**src/rtl/packed_field_array_access_core_macros.svh**
```systemverilog
// Assertion macros for the packed field array access core.
// Used by the RTL files that carry concurrent assertions; needs clk and rst_n in scope.
`ifndef PACKED_FIELD_ARRAY_ACCESS_CORE_MACROS_SVH
`define PACKED_FIELD_ARRAY_ACCESS_CORE_MACROS_SVH

// Same-cycle implication, disabled during reset.
`define PFAA_ASSERT_IMP(label, ante, cons, msg) \
    label: assert property (@(posedge clk) disable iff (!rst_n) (ante) |-> (cons)) \
        else $error(msg);

// Next-cycle implication, disabled during reset.
`define PFAA_ASSERT_NXT(label, ante, cons, msg) \
    label: assert property (@(posedge clk) disable iff (!rst_n) (ante) |=> (cons)) \
        else $error(msg);

`endif

```
**src/rtl/pfaa_pkg.sv**
```systemverilog
// Shared constants and types for the packed field array access core.
// No dependencies.
`default_nettype none

package pfaa_pkg;

    localparam int STORE_WORDS = 1024;
    localparam int WORD_BITS   = 64;
    localparam int OFF_W       = $clog2(WORD_BITS);
    localparam int PAIR_W      = 2 * WORD_BITS;
    localparam int BANK_WORDS  = (STORE_WORDS + 1) / 2;
    localparam int BANK_AW     = (BANK_WORDS > 1) ? $clog2(BANK_WORDS) : 1;

    localparam int INDEX_W = 16;
    localparam int EW_W    = 5;
    localparam int EC_W    = 17;
    localparam int VAL_W   = 31;
    localparam int POS_W   = INDEX_W + EW_W;

    localparam int PADDR_W     = 3;
    localparam int PDATA_W     = 32;
    localparam int REG_IDX_LSB = 2;

    localparam logic [EW_W-1:0] ENTRY_WIDTH_RESET = EW_W'(4);
    localparam logic [EC_W-1:0] ENTRY_COUNT_RESET = EC_W'(4096);

    localparam logic CMD_READ  = 1'b0;
    localparam logic CMD_WRITE = 1'b1;

    typedef enum logic [0:0] {
        REG_ENTRY_WIDTH = 1'b0,
        REG_ENTRY_COUNT = 1'b1
    } reg_idx_t;

    typedef struct packed {
        logic               err;
        logic               straddle;
        logic               lo_odd;
        logic [OFF_W-1:0]   off;
        logic [BANK_AW-1:0] even_addr;
        logic [BANK_AW-1:0] odd_addr;
    } loc_t;

endpackage

`default_nettype wire

```
**src/rtl/pfaa_locate.sv**
```systemverilog
// Entry locator: bit position, word pair, bank addresses and range check.
// Depends on pfaa_pkg.
`default_nettype none

module pfaa_locate (
    input  wire logic [pfaa_pkg::INDEX_W-1:0] entry_index,
    input  wire logic [pfaa_pkg::EW_W-1:0]    entry_width,
    input  wire logic [pfaa_pkg::EC_W-1:0]    entry_count,
    output pfaa_pkg::loc_t                    loc
);
    import pfaa_pkg::*;

    logic [POS_W-1:0] pos;
    logic [POS_W-1:0] end_bit;
    logic [POS_W-1:0] word;
    logic [POS_W-1:0] last;
    logic [POS_W-1:0] word_inc;

    always_comb
    begin
        pos      = POS_W'(entry_index) * POS_W'(entry_width);
        end_bit  = (entry_width == '0) ? pos : pos + POS_W'(entry_width) - POS_W'(1);
        word     = pos >> OFF_W;
        last     = end_bit >> OFF_W;
        word_inc = word + POS_W'(1);

        loc.err       = (EC_W'(entry_index) >= entry_count) || (32'(last) >= STORE_WORDS);
        loc.straddle  = (last != word);
        loc.lo_odd    = word[0];
        loc.off       = pos[OFF_W-1:0];
        loc.odd_addr  = word[1 +: BANK_AW];
        loc.even_addr = word_inc[1 +: BANK_AW];
    end

endmodule

`default_nettype wire

```
**config.mk**
```make
export PLATFORM = sky130hd
export DESIGN_NAME = pfaa_locate
export DESIGN_NICKNAME = d
export VERILOG_FILES = /design/src/rtl/packed_field_array_access_core_macros.svh /design/src/rtl/pfaa_pkg.sv /design/src/rtl/pfaa_locate.sv
export SDC_FILE = /design/constraint.sdc
export NUM_CORES = 1
export LEC_CHECK = 0
export BUFFER_PORTS_ARGS = -buffer_cell sky130_fd_sc_hd__buf_2
export CAP_MARGIN = 10
export CORE_MARGIN = 2
export CORE_UTILIZATION = 43
export DETAILED_ROUTE_END_ITERATION = 10
export PLACE_DENSITY = 0.75
export SYNTH_ARGS = -nofsm -noshare
export SYNTH_HDL_FRONTEND = slang
export SYNTH_SLANG_ARGS = --single-unit
```
**constraint.sdc**
```tcl
create_clock -name vclk -period 8
set_input_delay 0.4 -clock vclk [all_inputs]
set_output_delay 0.4 -clock vclk [all_outputs]
set_load 0.01 [all_outputs]
```
==> results of run 1 <==
## cells in the final DEF, fill, tap and decap left out, drive strengths merged, types with 2 or more instances in the layout
master  synthesis  final
inv            94     94
ha             69     69
buf             0     65
and2           58     58
fa             42     42
nand2          39     39
a21oi          27     27
xnor2          27     27
nor2           24     24
xor2           13     13
o21ai          13     13
nor3            9      9
a211oi          9      9
nand3           7      7
a21o            7      7
a211o           5      5
nand4           5      5
o211ai          5      5
nand2b          5      5
and3            4      4
nor2b           3      3
o41ai           3      3
o31ai           3      3
or4             3      3
or2             2      2
a21boi          2      2
o21a            2      2
o21bai          2      2
mux2i           2      2
a31oi           2      2
or3             2      2
a311oi          2      2
a221oi          2      2
## cell usage after synthesis (all sizes together), types with 2 or more instances
| cell | n |
|---|---|
| a211o | 5 |
| a211oi | 9 |
| a21boi | 2 |
| a21o | 7 |
| a21oi | 27 |
| a221oi | 2 |
| a311oi | 2 |
| a31oi | 2 |
| and2 | 58 |
| and3 | 4 |
| clkbuf | 6 |
| fa | 42 |
| ha | 69 |
| inv | 94 |
| mux2i | 2 |
| nand2 | 39 |
| nand2b | 5 |
| nand3 | 7 |
| nand4 | 5 |
| nor2 | 24 |
| nor2b | 3 |
| nor3 | 9 |
| o211ai | 5 |
| o21a | 2 |
| o21ai | 13 |
| o21bai | 2 |
| o31ai | 3 |
| o41ai | 3 |
| or2 | 2 |
| or3 | 2 |
| or4 | 3 |
| xnor2 | 27 |
| xor2 | 13 |
## worst max path at each step
stage | cells past startpoint | slack (ps) | end
floorplan | 23 | 1230 | loc[26]
global placement | 24 | 950 | loc[26]
detailed placement | 24 | 650 | loc[26]
CTS | 24 | 650 | loc[26]
global route | 24 | 50 | loc[26]
finish | 24 | 680 | loc[26]
## kinds of logic after synthesis
family,Yosys count,share of synthesized area [%]
XOR/XNOR,40,9.16
AO/OA/AOI/OAI,91,16.8
AND/OR/NAND/NOR,163,21.4
multiplexers,2,0.502
adder cells (fa/ha/maj),111,42.7
buffers and inverters,100,9.41
## power groups by stage
stage / combinational [W] / sequential, W / clock [W]
after floorplan: 0.00136 / 0 / 0
after CTS: 0.00175 / 0 / 0
after global routing: 0.00198 / 0 / 0
after global placement: 0.00166 / 0 / 0
final: 0.00174 / 0 / 0
after detailed placement: 0.00174 / 0 / 0
## per-layer routing
metal	up-vias	share of wire, %
li1	1791	-
met1	1613	49
met2	63	48
met3	7	2.6
met4	0	0.45
met5	-	0
## layout make-up
type / count / area [sq um] / area share [%]
Inverter: 94 / 353 / 7.96
Tap cell: 111 / 139 / 3.13
Multi-Input combinational cell: 407 / 3610 / 81.6
Timing Repair Buffer: 65 / 325 / 7.34
## metrics by stage
stage / setup WS, ps / instance area [sq um] / power [W]
floorplan: 1230 / 3990 / 0.00136
global placement: 952 / 4430 / 0.00166
detailed placement: 655 / 4430 / 0.00174
CTS: 651 / 4430 / 0.00175
global route: 45.3 / 4430 / 0.00198
finish: 685 / 4430 / 0.00174
## critical path, delay by kind of cell
family	cells	cell delay [ps]
AO/OA/AOI/OAI	6	1480
buffers and inverters	4	580
AND/OR/NAND/NOR	7	1530
XOR/XNOR	2	570
adder cells (fa/ha/maj)	5	2310
==> impl_results.md, run 1 <==
* Min Tclk post-route at 7320 ps
* Hold Path Sink: loc[18]
* Fin nets at 717
* Pwr Density at 393 nW/um^2
* Layout cells sized above 1 at 14.8%
* Post-layout util at 48.6%
* # clk buffers at 0
* Worst-Margin Slew at 702 ps
* Register area at 0 sq um
* Met2 usage at 30.8%
* Sequential share of the synthesized area at 0%
* Sw Ratio at 57.7%
* Synth-to-layout area growth at 11.1%
* Global route overflow at 0
* First-pass GRT wire length at 15.1 mm
* Hold WS at 1130 ps
* Gate power share at 100.0%
* IO Port Bufs at 65
* Crit Path Max Fanout at 18
* Crit path from: entry_width[4]
* Crit Path Class: primary input to output port
* Final setup TNS at 0 ps
* Seq pwr share at 0%
* Worst min path class: primary input to output port
* Switch Pwr at 0.00100 W
* CP Capture Type: output port
* Post-Place Cells at 677
* Diodes inserted at 0
* Final Hold Viols at 0
* Setup Viol. Count Final at 0
* DR vias/cell at 5.13
* Power share of the clock group at 0%
* Global route hottest layer: met2
* GR Util met1 at 23.8%
* Pins Over Slew Limit at 0
* Syn nets at 656
* PostCTS Resize Cnt at 0
* Setup crit start kind: primary input
* Hold Crit Depth at 3
* LEAKAGE at 2.35 nW
* Total Wirelength at 8.49 mm
* Die area at 10100 sq um
* Library cells used by synthesis at 55
* Initial antenna violation count at 0
* Layout Cells excl Fill at 677
* Final HPWL DP at 7.50 mm
* Post-Syn Area at 3990 sq um
* DRT iter0 DRCs at 63
* Max_cap viols at 0
* Max_slew headroom at 52.9%
* # DRC at 0
* Total core area at 9110 sq um
* Hold path startpoint: entry_index[0]
* All-Layer GR Usage at 17.1%
* Critical Path RT at 7600 ps
* Sequential cell count at 0
* Slowest stage cell, crit path: fa_1
* Pre-antenna DRT Iters at 4
* Starting Density at 43.8%
* DIE HEIGHT at 100 microns
* Syn_area_per_cell at 7.87 sq um
* Met3 Track Usage GR at 0.696%
* Unrepaired setup endpoints after global routing: false
* IO Pins at 65
* Internal at 0.000737 W
* Final ANT Viol Nets at 0
* Ranking of synthesized cells by area: ha_1, fa_1, and2_1
* Largest net degree at the start of global routing at 19
* Maximum vdd ir drop at 184 uV
* Status: complete, no violations
* Yosys warns at 0
* Drt wl/cell at 12.5 microns
* CTS Hold Buffers Added at 0
* Post CTS Setup Buffer Count at 0
* CP peak stage delay at 540 ps
* CP Data Arrival Time at 6920 ps
* Fmax at 137 MHz
* Vias in the first global route at 3442
* # rows at 35
* Cells after synthesis at 507
* Synth top area share at 21.6%
* Routability Congestion at 0.817
* # fillers at 892
* Dominant cell type by area after synthesis: ha_1
* Vias at 3474
* Sequence of cells on the critical path: buf_2, nand2_1, fa_1, fa_1, fa_1, inv_1, ha_1, nand2b_1, nand2b_1, a21oi_1, xnor2_1, inv_1, ha_1, a21oi_1, nor2_1, a311oi_1, nor2_1, a221oi_4, o211ai_2, or4_1, a21oi_1, xor2_1, or4_1, buf_2
* Die W at 100 microns
* Fin crit share at 91.4%
Power figures use the tool's default switching activity.
==> run 2, diff against run 1 <==
Clock period 8 ns to 9.4 ns, I/O delays scaled along.
==> run 2 against run 1 <==
Utilization is the same. Final cell count unchanged. Combinational power is 16% lower. Wire length fell by 0.13%. Power decreased by 16%. Critical path depth stayed put. Flip-flop and latch count is the same. Non-clock buffer count is the same. Clock-buffer cell count unchanged. Sequential share of layout area unchanged.
==> impl_results.md, run 2 (synthesis gave the netlist of run 1 again) <==
* Post-layout util at 48.6% (unchanged)
* First-pass GRT wire length at 14.9 mm (was 15.1 mm)
* Final Hold Viols at 0 (unchanged)
* Pwr Density at 332 nW/um^2 (was 393 nW/um^2)
* Starting Density at 43.8% (unchanged)
* Hold WS at 1270 ps (was 1130 ps)
* Sequence of cells on the critical path: buf_2, nand2_1, fa_1, fa_1, fa_1, inv_1, ha_1, nand2b_1, nand2b_1, a21oi_1, xnor2_1, inv_1, ha_1, a21oi_1, nor2_1, a311oi_1, nor2_1, a221oi_4, o211ai_2, or4_1, a21oi_1, xor2_1, or4_1, buf_2 (unchanged)
* Fmax at 132 MHz
* Worst min path class: primary input to output port (unchanged)
* Maximum vdd ir drop at 145 uV (was 184 uV)
* DIE HEIGHT at 100 microns (unchanged)
* LEAKAGE at 2.35 nW (unchanged)
* Crit Path Max Fanout at 18 (unchanged)
* # clk buffers at 0 (unchanged)
* CTS Hold Buffers Added at 0 (unchanged)
* Unrepaired setup endpoints after global routing: false (unchanged)
* Global route overflow at 0 (unchanged)
* Synth-to-layout area growth at 11.1% (unchanged)
* DR vias/cell at 5.17 (was 5.13)
* Slowest stage cell, crit path: fa_1 (unchanged)
* Pre-antenna DRT Iters at 4 (unchanged)
* IO Pins at 65 (unchanged)
* Status: complete, no violations (unchanged)
* Total Wirelength at 8.48 mm (was 8.49 mm)
* # rows at 35 (unchanged)
* CP Data Arrival Time at 7090 ps (was 6920 ps)
* Pins Over Slew Limit at 0 (unchanged)
* Sequential cell count at 0 (unchanged)
* Max_cap viols at 0 (unchanged)
* Placed cell areas at 4430 sq um (unchanged)
* Setup Viol. Count Final at 0 (unchanged)
* Drt wl/cell at 12.5 microns (about the same)
* Critical Path RT at 8930 ps (was 7600 ps)
* Layout cells sized above 1 at 14.8% (unchanged)
* CP peak stage delay at 540 ps (about the same)
* Vias at 3502 (was 3474)
* Diodes inserted at 0 (unchanged)
* Routability Congestion at 0.837 (was 0.817)
* Die W at 100 microns (unchanged)
* IO Port Bufs at 65 (unchanged)
* Commonest non-fill, non-tap cell in the layout: inv_1 (unchanged)
* Largest net degree at the start of global routing at 19 (unchanged)
* Initial antenna violation count at 0 (unchanged)
* Crit Path Class: primary input to output port (unchanged)
* Post CTS Setup Buffer Count at 0 (unchanged)
* Most frequent cells in the layout: inv_1, ha_1, buf_2, and2_1, fa_1 (unchanged)
* Fin crit share at 80.4%
* Register area at 0 sq um (unchanged)
* Die area at 10100 sq um (unchanged)
* Vias in the first global route at 3489 (was 3442)
* Final Cell Area at 4430 sq um (unchanged)
* Total core area at 9110 sq um (unchanged)
* Final ANT Viol Nets at 0 (unchanged)
* # DRC at 0 (unchanged)
* All-Layer GR Usage at 17.1% (about the same)
* Cell family with most CP delay: adder cells (unchanged)
* Bufs and invs on worst path at 4 (unchanged)
* Final HPWL DP at 7.49 mm (was 7.50 mm)
* Setup crit start kind: primary input (unchanged)
* Max_slew headroom at 54.1% (was 52.9%)
* Fin nets at 717 (unchanged)
* PostCTS Resize Cnt at 0 (unchanged)
* Worst-Margin Slew at 683 ps (was 702 ps)
* Min Tclk post-route at 7560 ps
* DRT iter0 DRCs at 60 (was 63)
* CP Capture Type: output port (unchanged)
* Final setup TNS at 0 ps (unchanged)
## run 2: cell counts in the layout (fill, tap and decap cells not counted)
Identical to the previous run, type by type.
## run 2: metal layers
metal  vias to the layer above  GRT usage (%)  part of all wire (%)
met5                         -              0                     0
met4                         0           1.48                  0.58
met3                         8          0.348                   2.7
met2                        65           31.8                    48
met1                      1640           23.2                    49
li1                       1789              -                     -
## run 2: layout make-up
class,count,area (sq um)
fillers,890,4680
multi-input cells,407,3610
inverters,94,353
repair buffers,65,325
well taps,111,139
## run 2: tightest hold or removal path, stage by stage
cell    delay, ps
buf_2         100
and2_1        110
buf_2         120
## run 2: metrics by stage
stage,worst slack (ps),power (W),cells
finish,1840,0.00147,677
global route,1350,0.00166,677
detailed placement,1930,0.00147,677
global placement,2240,0.00142,677
floorplan,2490,0.00116,507
CTS,1920,0.00147,677
## run 2: where the power goes
part / total [W] / internal (W) / switching [W]
clock network: 0 / 0 / 0
logic: 0.00147 / 0.000627 / 0.000843
registers: 0 / 0 / 0
## run 2: path summary, 6_finish.rpt
path | startpoint | endpoint | slack [ps] | cells after the start
max | entry_width[4] | loc[26] | 1840 | 24
min | entry_index[0] | loc[18] | 1270 | 3
